`src/sv/trd_pkg.sv`:
```
`default_nettype none
package trd_pkg;

  localparam int ID_WIDTH   = 31;
  localparam int REC_ID_W   = 31;
  localparam int REC_LEN    = 31;
  localparam int REC_BITS   = REC_LEN * 8;
  localparam int CNT_W      = 5;
  localparam int QDEPTH     = 2;
  localparam int QPTR_W     = $clog2(QDEPTH);
  localparam int QCNT_W     = $clog2(QDEPTH + 1);
  localparam int OUT_W      = 248;

  localparam logic [7:0]       HEADER_BYTE      = 8'h24;
  localparam logic [CNT_W-1:0] LAST_BYTE_IDX    = CNT_W'(REC_LEN - 1);
  localparam logic [31:0]      UNITS_PER_DEGREE = 32'd600000;

  typedef struct packed {
    logic [REC_ID_W-1:0] id;
    logic [REC_BITS-1:0] bytes;   // record byte 0 in the top byte
  } rec_t;

  typedef struct packed {
    logic full;
    logic empty;
  } q_stat_t;

  // nibble to digit value, codes above nine count seven more
  function automatic logic [4:0] dig(input logic [3:0] n);
    logic [4:0] v;
    v = (n < 4'd10) ? {1'b0, n} : ({1'b0, n} + 5'd7);
    return v;
  endfunction

  function automatic logic [7:0] dec2(input logic [7:0] v);
    logic [7:0] acc;
    acc = 8'(dig(v[7:4])) * 8'd10 + 8'(dig(v[3:0]));
    return acc;
  endfunction

  function automatic logic [11:0] dec3(input logic [11:0] v);
    logic [11:0] acc;
    acc = 12'd0;
    for (int i = 0; i < 3; i++) begin
      acc = acc * 12'd10 + 12'(dig(v[4*(2-i) +: 4]));
    end
    return acc;
  endfunction

  function automatic logic [21:0] dec6(input logic [23:0] v);
    logic [21:0] acc;
    acc = 22'd0;
    for (int i = 0; i < 6; i++) begin
      acc = acc * 22'd10 + 22'(dig(v[4*(5-i) +: 4]));
    end
    return acc;
  endfunction

endpackage
`default_nettype wire

```
`src/sv/trd_front.sv`:
```
`default_nettype none
module trd_front (
  input  wire logic                          clk,
  input  wire logic                          rst_n,
  input  wire logic                          in_valid,
  input  wire logic [7:0]                    in_byte,
  input  wire logic                          in_link_closed,
  output logic                               in_ready,
  input  wire logic                          cfg_we,
  input  wire logic [trd_pkg::REC_ID_W-1:0]  cfg_wdata,
  input  wire trd_pkg::q_stat_t              q_stat,
  output logic                               push,
  output trd_pkg::rec_t                      push_rec
);
  import trd_pkg::*;

  logic                capturing_r, capturing_nxt;
  logic [CNT_W-1:0]    count_r, count_nxt;
  logic [ID_WIDTH-1:0] last_id_r, last_id_nxt;
  logic [REC_BITS-1:0] bytes_r;
  logic                accept;
  logic [REC_BITS-1:0] bytes_shift;

  assign in_ready    = !q_stat.full;
  assign accept      = in_valid && in_ready;
  assign bytes_shift = {bytes_r[REC_BITS-9:0], in_byte};

  always_comb begin
    capturing_nxt = capturing_r;
    count_nxt     = count_r;
    last_id_nxt   = last_id_r;
    push          = 1'b0;
    if (cfg_we) begin
      last_id_nxt = ID_WIDTH'(cfg_wdata);
    end
    if (accept) begin
      if (in_link_closed) begin
        capturing_nxt = 1'b0;
        count_nxt     = '0;
      end else if (!capturing_r) begin
        if (in_byte == HEADER_BYTE) begin
          capturing_nxt = 1'b1;
          count_nxt     = '0;
        end
      end else if (count_r == LAST_BYTE_IDX) begin
        push          = 1'b1;
        capturing_nxt = 1'b0;
        count_nxt     = '0;
        last_id_nxt   = last_id_r + 1'b1;
      end else begin
        count_nxt = count_r + 1'b1;
      end
    end
  end

  assign push_rec.id    = REC_ID_W'(last_id_r + 1'b1);
  assign push_rec.bytes = bytes_shift;

  always_ff @(posedge clk) begin
    if (!rst_n) begin
      capturing_r <= 1'b0;
      count_r     <= '0;
      last_id_r   <= '0;
    end else begin
      capturing_r <= capturing_nxt;
      count_r     <= count_nxt;
      last_id_r   <= last_id_nxt;
    end
  end

  // record shift line, only loaded with data bytes
  always_ff @(posedge clk) begin
    if (accept && capturing_r && !in_link_closed) begin
      bytes_r <= bytes_shift;
    end
  end

  a_count_range: assert property (@(posedge clk) disable iff (!rst_n)
    count_r <= LAST_BYTE_IDX)
    else $error("byte count past record end");
  a_hunt_count: assert property (@(posedge clk) disable iff (!rst_n)
    !capturing_r |-> count_r == '0)
    else $error("byte count not cleared while hunting");
  a_push_id: assert property (@(posedge clk) disable iff (!rst_n)
    push && !cfg_we |=> last_id_r == $past(last_id_r) + 1'b1)
    else $error("id not advanced on record");

endmodule
`default_nettype wire

```
`src/sv/trd_queue.sv`:
```
`default_nettype none
module trd_queue (
  input  wire logic          clk,
  input  wire logic          rst_n,
  input  wire logic          push,
  input  wire trd_pkg::rec_t push_rec,
  input  wire logic          pop,
  output trd_pkg::rec_t      pop_rec,
  output trd_pkg::q_stat_t   q_stat
);
  import trd_pkg::*;

  rec_t              entry_r [QDEPTH];
  logic [QPTR_W-1:0] wr_ptr_r, rd_ptr_r;
  logic [QCNT_W-1:0] fill_r;

  assign q_stat.full  = (fill_r == QCNT_W'(QDEPTH));
  assign q_stat.empty = (fill_r == '0);
  assign pop_rec      = entry_r[rd_ptr_r];

  always_ff @(posedge clk) begin
    if (!rst_n) begin
      wr_ptr_r <= '0;
      rd_ptr_r <= '0;
      fill_r   <= '0;
    end else begin
      if (push) begin
        wr_ptr_r <= (wr_ptr_r == QPTR_W'(QDEPTH - 1)) ? '0 : wr_ptr_r + 1'b1;
      end
      if (pop) begin
        rd_ptr_r <= (rd_ptr_r == QPTR_W'(QDEPTH - 1)) ? '0 : rd_ptr_r + 1'b1;
      end
      if (push && !pop) begin
        fill_r <= fill_r + 1'b1;
      end else if (pop && !push) begin
        fill_r <= fill_r - 1'b1;
      end
    end
  end

  always_ff @(posedge clk) begin
    if (push) begin
      entry_r[wr_ptr_r] <= push_rec;
    end
  end

  a_no_overflow: assert property (@(posedge clk) disable iff (!rst_n)
    !(push && q_stat.full))
    else $error("push into full queue");
  a_no_underflow: assert property (@(posedge clk) disable iff (!rst_n)
    !(pop && q_stat.empty))
    else $error("pop from empty queue");
  a_fill_range: assert property (@(posedge clk) disable iff (!rst_n)
    fill_r <= QCNT_W'(QDEPTH))
    else $error("queue fill out of range");

endmodule
`default_nettype wire

```
`src/sv/trd_back.sv`:
```
`default_nettype none
module trd_back (
  input  wire logic                       clk,
  input  wire logic                       rst_n,
  input  wire trd_pkg::rec_t              q_rec,
  input  wire trd_pkg::q_stat_t           q_stat,
  output logic                            pop,
  output logic                            out_tvalid,
  input  wire logic                       out_tready,
  output logic [trd_pkg::OUT_W-1:0]       out_tdata
);
  import trd_pkg::*;

  // decode stage
  logic                s1_v_r;
  logic [REC_ID_W-1:0] s1_id_r;
  logic [39:0]         s1_serial_r;
  logic [23:0]         s1_time_r, s1_date_r;
  logic [7:0]          s1_lat_deg_r;
  logic [21:0]         s1_lat_min_r, s1_lon_min_r;
  logic [11:0]         s1_lon_deg_r, s1_speed_r, s1_head_r;
  logic                s1_lat_neg_r, s1_lon_neg_r;
  logic [31:0]         s1_status_r;
  logic [7:0]          s1_alarm_r;

  // output register
  logic                out_v_r;
  logic [OUT_W-1:0]    out_data_r;

  logic                s2_ready, s1_take, s2_take;
  logic [3:0]          flag_nib;
  logic [31:0]         lat_mag, lon_mag, lat_val, lon_val;

  assign s2_ready = !out_v_r || out_tready;
  assign s2_take  = s1_v_r && s2_ready;
  assign s1_take  = !s1_v_r || s2_ready;
  assign pop      = s1_take && !q_stat.empty;
  assign flag_nib = q_rec.bytes[83:80];

  always_ff @(posedge clk) begin
    if (!rst_n) begin
      s1_v_r  <= 1'b0;
      out_v_r <= 1'b0;
    end else begin
      if (s1_take) begin
        s1_v_r <= !q_stat.empty;
      end
      if (s2_ready) begin
        out_v_r <= s1_v_r;
      end
    end
  end

  always_ff @(posedge clk) begin
    if (pop) begin
      s1_id_r      <= q_rec.id;
      s1_serial_r  <= q_rec.bytes[247:208];
      s1_time_r    <= q_rec.bytes[207:184];
      s1_date_r    <= q_rec.bytes[183:160];
      s1_lat_deg_r <= dec2(q_rec.bytes[159:152]);
      s1_lat_min_r <= dec6(q_rec.bytes[151:128]);
      s1_lon_deg_r <= dec3(q_rec.bytes[119:108]);
      s1_lon_min_r <= dec6(q_rec.bytes[107:84]);
      s1_lat_neg_r <= (flag_nib[2:0] == 3'd0);
      s1_lon_neg_r <= (flag_nib == 4'd0);
      s1_speed_r   <= dec3(q_rec.bytes[79:68]);
      s1_head_r    <= dec3(q_rec.bytes[67:56]);
      s1_status_r  <= q_rec.bytes[55:24];
      s1_alarm_r   <= q_rec.bytes[23:16];
    end
  end

  // degrees scaled to 1/10000 arcminute, then sign
  assign lat_mag = 32'(s1_lat_deg_r) * UNITS_PER_DEGREE + 32'(s1_lat_min_r);
  assign lon_mag = 32'(s1_lon_deg_r) * UNITS_PER_DEGREE + 32'(s1_lon_min_r);
  assign lat_val = s1_lat_neg_r ? (32'd0 - lat_mag) : lat_mag;
  assign lon_val = s1_lon_neg_r ? (32'd0 - lon_mag) : lon_mag;

  always_ff @(posedge clk) begin
    if (s2_take) begin
      out_data_r <= {4'd0, s1_alarm_r, s1_status_r, s1_head_r, s1_speed_r,
                     lon_val, lat_val[28:0], s1_date_r, s1_time_r,
                     s1_serial_r, s1_id_r};
    end
  end

  assign out_tvalid = out_v_r;
  assign out_tdata  = out_data_r;

  a_pop_space: assert property (@(posedge clk) disable iff (!rst_n)
    pop |-> (!s1_v_r || s2_ready))
    else $error("pop with decode stage blocked");
  a_s1_hold: assert property (@(posedge clk) disable iff (!rst_n)
    s1_v_r && !s2_ready |=> s1_v_r && $stable(s1_id_r))
    else $error("decode stage lost while stalled");
  a_out_hold: assert property (@(posedge clk) disable iff (!rst_n)
    out_v_r && !out_tready |=> out_v_r)
    else $error("result dropped while stalled");

endmodule
`default_nettype wire

```
`src/sv/tracker_record_deframe_decode.sv`:
```
// channel  dir  handshake                 payload
// in_      in   in_tvalid / in_tready     in_tdata rx_byte, in_tuser link_closed
// out_     out  out_tvalid / out_tready   out_tdata decoded record
// cfg_     in   cfg_we                    cfg_wdata id_base
//
// one byte beat is taken every cycle while the record queue has a free slot
// out_tvalid rises once a record's last byte beat has passed, in order, the registers
// below; a stalled out_ side or older queued records can hold it on the way
// (queue write, decode stage, output register)
// synchronous active-low reset: hunting, no ids used, queue and pipeline empty
// the in_ side stalls only when two finished records wait in the queue
`default_nettype none
module tracker_record_deframe_decode (
  input  wire logic                       clk,
  input  wire logic                       rst_n,
  input  wire logic                       in_tvalid,
  output logic                            in_tready,
  input  wire logic [7:0]                 in_tdata,   // [7:0] rx_byte
  input  wire logic [0:0]                 in_tuser,   // [0] link_closed
  output logic                            out_tvalid,
  input  wire logic                       out_tready,
  // [30:0] record_id, [70:31] unit_serial, [94:71] fix_time,
  // [118:95] fix_date, [147:119] latitude_units, [179:148] longitude_units,
  // [191:180] speed_value, [203:192] heading_value, [235:204] status_word,
  // [243:236] alarm_byte, [247:244] zero
  output logic [trd_pkg::OUT_W-1:0]       out_tdata,
  input  wire logic                       cfg_we,
  input  wire logic [trd_pkg::REC_ID_W-1:0] cfg_wdata  // id_base
);
  import trd_pkg::*;

  // front to queue
  logic    push;
  rec_t    push_rec;
  // queue to back
  logic    pop;
  rec_t    pop_rec;
  q_stat_t q_stat;

  // header hunt, byte capture and id assignment
  trd_front u_front (
    .clk            (clk),
    .rst_n          (rst_n),
    .in_valid       (in_tvalid),
    .in_byte        (in_tdata),
    .in_link_closed (in_tuser[0]),
    .in_ready       (in_tready),
    .cfg_we         (cfg_we),
    .cfg_wdata      (cfg_wdata),
    .q_stat         (q_stat),
    .push           (push),
    .push_rec       (push_rec)
  );

  // two-record queue decoupling capture from decode
  trd_queue u_queue (
    .clk      (clk),
    .rst_n    (rst_n),
    .push     (push),
    .push_rec (push_rec),
    .pop      (pop),
    .pop_rec  (pop_rec),
    .q_stat   (q_stat)
  );

  // digit decode, scaling and output register
  trd_back u_back (
    .clk        (clk),
    .rst_n      (rst_n),
    .q_rec      (pop_rec),
    .q_stat     (q_stat),
    .pop        (pop),
    .out_tvalid (out_tvalid),
    .out_tready (out_tready),
    .out_tdata  (out_tdata)
  );

endmodule
`default_nettype wire

```
`config.mk`:
```
export PLATFORM = sky130hd
export DESIGN_NAME = tracker_record_deframe_decode
export DESIGN_NICKNAME = d
export VERILOG_FILES = /design/src/sv/trd_pkg.sv /design/src/sv/trd_front.sv /design/src/sv/trd_queue.sv /design/src/sv/trd_back.sv /design/src/sv/tracker_record_deframe_decode.sv
export SDC_FILE = /design/constraint.sdc
export NUM_CORES = 2
export LEC_CHECK = 0
export BUFFER_PORTS_ARGS = -buffer_cell sky130_fd_sc_hd__buf_2
export CORE_ASPECT_RATIO = 0.7
export CORE_MARGIN = 1
export CORE_UTILIZATION = 50
export CTS_CLUSTER_DIAMETER = 30
export DETAILED_ROUTE_END_ITERATION = 6
export HOLD_SLACK_MARGIN = 0.08
export PLACE_DENSITY = 0.67
export REMOVE_ABC_BUFFERS = 1
export SYNTH_ARGS = -nofsm -noshare
export SYNTH_HDL_FRONTEND = slang
export SYNTH_HIERARCHICAL = 1
export SYNTH_SLANG_ARGS = --single-unit
```
`constraint.sdc`:
```
create_clock -name clk -period 21 [get_ports clk]
set_input_delay 4.2 -clock clk [delete_from_list [all_inputs] [get_ports clk]]
set_output_delay 4.2 -clock clk [all_outputs]
set_load 0.01 [all_outputs]
```
# Yosys cells after proc, flatten, opt, wreduce, memory -nomap -nowiden
# Memory sizes are Yosys's and may differ from the RTL's. A register that Yosys moved wholly into a read port is not among the register bits.
# Cells that the tools add are included.
[classes] add_sub_neg=50 multipliers=19 magnitude_cmp=23 n_eq_ne=3 muxes=50 reduce_logical=22
[op_table] cell="22-bit by 5-bit adder with 22-bit output" n=10
[op_table] cell="22-bit by 3-bit multiplier with 21-bit output (second input constant)" n=8
[op_table] cell="31-bit 2-to-1 mux" n=5
[op_table] cell="5-bit 2-to-1 mux" n=27
[op_table] cell="4-bit by 3-bit adder with 5-bit output (second input constant)" n=23
[op_table] cell="4-bit < comparator (second input constant)" n=23
[op_table] cell="12-bit by 5-bit adder with 12-bit output" n=6
[op_table] cell="5-bit by 3-bit multiplier with 8-bit output (second input constant)" n=5
[op_table] cell="12-bit by 3-bit multiplier with 11-bit output (second input constant)" n=3
[op_table] cell="32-bit by 22-bit adder with 32-bit output" n=1
[op_table] cell="32-bit 2-to-1 mux" n=1
[op_table] cell="1-bit by 32-bit subtractor with 32-bit output (first input constant)" n=1
[op_table] cell="31-bit by 1-bit adder with 31-bit output (second input constant)" n=1
[op_table] cell="28-bit by 22-bit adder with 29-bit output" n=1
[op_table] cell="29-bit 2-to-1 mux" n=1
[op_table] cell="1-bit by 29-bit subtractor with 29-bit output (first input constant)" n=1
[op_table] cell="12-bit by 14-bit multiplier with 26-bit output (second input constant)" n=1
[op_table] cell="8-bit by 14-bit multiplier with 22-bit output (second input constant)" n=1
[op_table] cell="1-bit 2-to-1 mux" n=14
[op_table] cell="8-bit by 5-bit adder with 8-bit output" n=1
[op_table] cell="8-bit by 6-bit equality test with 1-bit output (second input constant)" n=1
[op_table] cell="1-bit logical AND" n=7
[op_table] cell="1-bit logical NOT" n=7
[op_table] cell="5-bit by 3-bit multiplier with 7-bit output (second input constant)" n=1
[op_table] cell="14 further kinds" n=17
[word_totals] regBits=776 ram_bits=558 in_bits=45 elab_cells=192 mem_count=1
[memory_table] name="u_queue.entry_r" words=2 word_bits=279 read_ports=1 rd_clocked_by_memory_dff=1 write_ports=1 line="trd_queue.sv:13" text="rec_t entry_r [QDEPTH];"

# Depth between registers and ports, before layout
[logic_depth] depth_word=12 mapped_depth=52 ltp_nobuf=49

# By module
# The synthesis kept the hierarchy.
[by_module_without_submodules] mod="trd_back" n_inst=1 cells_per_inst=3474 area_each_um2=38010.2 seq_area_each_um2=14844.2
[by_module_without_submodules] mod="trd_queue" n_inst=1 cells_per_inst=890 area_each_um2=21176.6 seq_area_each_um2=16856.2
[by_module_without_submodules] mod="trd_front" n_inst=1 cells_per_inst=619 area_each_um2=10098.4 seq_area_each_um2=7947.6

# Worst setup path before layout
# Ideal clock, no wire load.
[synth_path] kind="input-to-reg" start="in in_tuser" end="reg u_queue.wr_ptr_r" arrival_ns=18.425 setup_slack_ns=2.459 path_stages=8 cell_sequence="nand4bb_1 > clkbuf_1 > inv_1 > nand2_1 > inv_1 > buf_1 > nor2b_1 > o21a_1"
[synth_between] elab_chain_cells=2
[synth_rtl] element="start, declared" line="tracker_record_deframe_decode.sv:19" text="input wire logic [0:0] in_tuser,"
[synth_rtl] element="1-bit 2-to-1 mux" line="trd_front.sv:37" text="if (in_link_closed) begin"
[synth_rtl] element="1-bit 2-to-1 mux" line="trd_front.sv:36" text="if (accept) begin"
[synth_rtl] element="net push" line="tracker_record_deframe_decode.sv:33" text="logic push;"
[synth_rtl] element="end signal, assigned" line="trd_queue.sv:28" text="wr_ptr_r <= (wr_ptr_r == QPTR_W'(QDEPTH - 1)) ? '0 : wr_ptr_r + 1'b1;"
[synth_rtl] element="end, declared" line="trd_queue.sv:14" text="logic [QPTR_W-1:0] wr_ptr_r, rd_ptr_r;"
# The timed path passes the listed nets, and every way through them passes these cells.
# A chain may end at the register's enable or synchronous reset.

==> metrics.md <==
| Metric | Value |
|---|---|
| Clk root buf | clkbuf_16 |
| Period utilization | between 50% and 60% |
| Number of vias after detailed routing | 39462 |
| CP max stage delay | just under 0.8 ns |
| Design area | approximately 78000 um2 |
| Share of layout cells above drive strength 1 | 17.68% |
| Final setup fails | 0 |
| Synth warnings | 6 |
| Die W | roughly 440 um |
| Setup ws final | between 8 and 9 ns |
| Largest net degree at the start of global routing | 136 |
| Worst Path Required | between 20 and 25 ns |
| First drt pass iteration count | 6 |
| Critical Path Most Common Cell | ha_1 |
| Detailed Route Iter0 Violations | 2376 |
| Worst-path cell with the longest stage delay | dfxtp_4 |
| DP Area | between 70000 and 80000 um2 |
| GPL Wtd Cong | 0.8881 |
| Setup CP Type | flip-flop to flip-flop |
| Fmax | approximately 80 MHz |
| Syn avg cell area | 13.76 um2 |
| Effective utilization at floorplan | 50.53% |
| WP data arrival | around 13 ns |
| RSZ-0062 raised after global routing | no |
| First-pass GRT wire length | approximately 210000 um |
| Hold Buf Count CTS | 0 |
| GRT Total Usage | 19.29% |
| Crit-path max FO | 42 |
| Cts repair resizes | 0 |
| Max-cap violations | 0 |
| Die Y | roughly 310 um |
| Inserted Clock Buffers | approximately 190 |
| GRT overflow | 0 |
| Area Overhead vs Synth | 15.32% |
| Mapped Cells | roughly 4900 |
| Clk Latency, worst-skew pair | around 0.82 ns |
| CTS tree | built |
| Post-route DRC | 0 |
| Routed length per placed instance | roughly 18 um |
| Cell area after synthesis | 67480 um2 |
| Slew Limit Fails | 0 |
| H-Tree Depth | 4 |
| Vias in the first global route | slightly below 40000 |
| Max transition margin | between 20% and 30% |
| Hold crit path type | flip-flop to flip-flop |
| Ant. Diodes | 0 |
| Num Clock Sinks | 1287 |
| Worst hold slack | roughly 0.41 ns |
| Layout Nets | 6044 |
| Clk_skew | 0.05661 ns |
| Final hold vios | 0 |
| Status | complete, no violations |
| Rows | about 110 |
| ANT nets after route | 0 |
| I/O Pins | between 200 and 300 |
| Tightest Pin Transition | between 1 and 1.5 ns |
| Crit path capture type | flip-flop |
| CTS Buffer Depth | 3 |
| Initial antenna violation count | 0 |
| Core area | ~130000 um2 |
| Post-Route Utilization | between 50% and 60% |
| Postcts setup bufs | 0 |
| WL final | approximately 130000 um |
| Vias/cell | 5.424 |
| Clock Pin Slew Worst Setup and Hold Paths | ~0.050 ns |
| Port-buffer cells | between 200 and 300 |
| Die area | about 140000 um2 |
| Pre-CTS setup slack | 8.404 ns |
| Minimum clock period | 12.55 ns |
| Crit path launch type | flip-flop |
| DP HPWL | between 90000 and 100000 um |
==> stage by stage <==
stage	setup TNS, ns	std cells
finish	0	7275
global route	0	7275
CTS	0	7275
detailed placement	0	6910
global placement	0	6910
floorplan	-1055.67	4829
==> worst paths after layout <==
| path | startpoint | end | slack, ns | cells past startpoint |
|---|---|---|---|---|
| min | u_back/s1_date_r[8]$_DFFE_PP_ | u_back/out_tdata[103]$_DFFE_PP_ | 0.41 | 0 |
| max | flip-flop | u_back/s1_lat_min_r[21]$_DFFE_PP_ | 8.45 | 42 |
| min reg2reg | u_back/s1_date_r[8]$_DFFE_PP_ | u_back/out_tdata[103]$_DFFE_PP_ | 0.41 | 0 |
| max reg2reg | flip-flop | u_back/s1_lat_min_r[21]$_DFFE_PP_ | 8.45 | 42 |
==> cell type report <==
class	instances	area, um2
fill	10327	55720
timing repair buffer	314	1694
clock buffer	208	4905
inverter	329	1242
clock inverter	157	2008
sequential	1287	38210
tap	1767	2211
multi-input combinational	3213	27550
==> cell usage in the layout, fill, tap and decap left out, types with 49 or more instances in the layout <==
cell type     n
a21o_1       93
a21oi_1     238
buf_2       290
clkbuf_16   192
edfxtp_1   1243
fa_1         99
ha_1        563
inv_1       327
mux2_2       67
mux2_4      192
nand2_1     202
nand2b_1     49
nand3_1      83
nor2_1      224
nor3_1       63
o21a_1       61
o21ai_0     174
xnor2_1     294
xor2_1      169
==> worst max-delay path: cells and delay by family (launching register included) <==
family / cells / cell delay [ns]
DFF: 1 / 0.79
xor gates and xnor gates: 7 / 1.75
and+or+nand+nor: 12 / 2.56
buffers and inverters: 4 / 1.05
AOI/OAI and AO/OA: 7 / 2.22
adders and majority gates: 11 / 3.42
muxes: 1 / 0.38
==> registers in the layout, summed over array words and instances (netlist names), 2 cells and up, named ones only <==
| signal | cells |
|---|---|
| u_front/bytes_r | 240 |
| u_back/s1_lat_deg_r | 8 |
| u_queue/fill_r | 2 |
| u_back/out_tdata | 244 |
| u_back/s1_lat_min_r | 22 |
| u_front/count_r | 5 |
| u_back/s1_alarm_r | 8 |
| u_back/s1_head_r | 12 |
| u_back/s1_speed_r | 12 |
| u_front/last_id_r | 31 |
| u_back/s1_lon_min_r | 22 |
| u_back/s1_id_r | 31 |
| u_queue/entry_r | 510 |
| u_back/s1_serial_r | 40 |
| u_back/s1_date_r | 24 |
| u_back/s1_time_r | 24 |
| u_back/s1_lon_deg_r | 12 |
| u_back/s1_status_r | 32 |
==> routing by layer <==
layer / routed length, um / global-route usage [%]
met3: 5775 / 3.226
met2: 61860 / 30.71
met5: 0 / 0
met4: 3119 / 6.534
met1: 62190 / 26.82
Power is left out: the tool's default activity adds up to more than one toggle a clock period on the data nets, which glitch-free logic cannot reach.
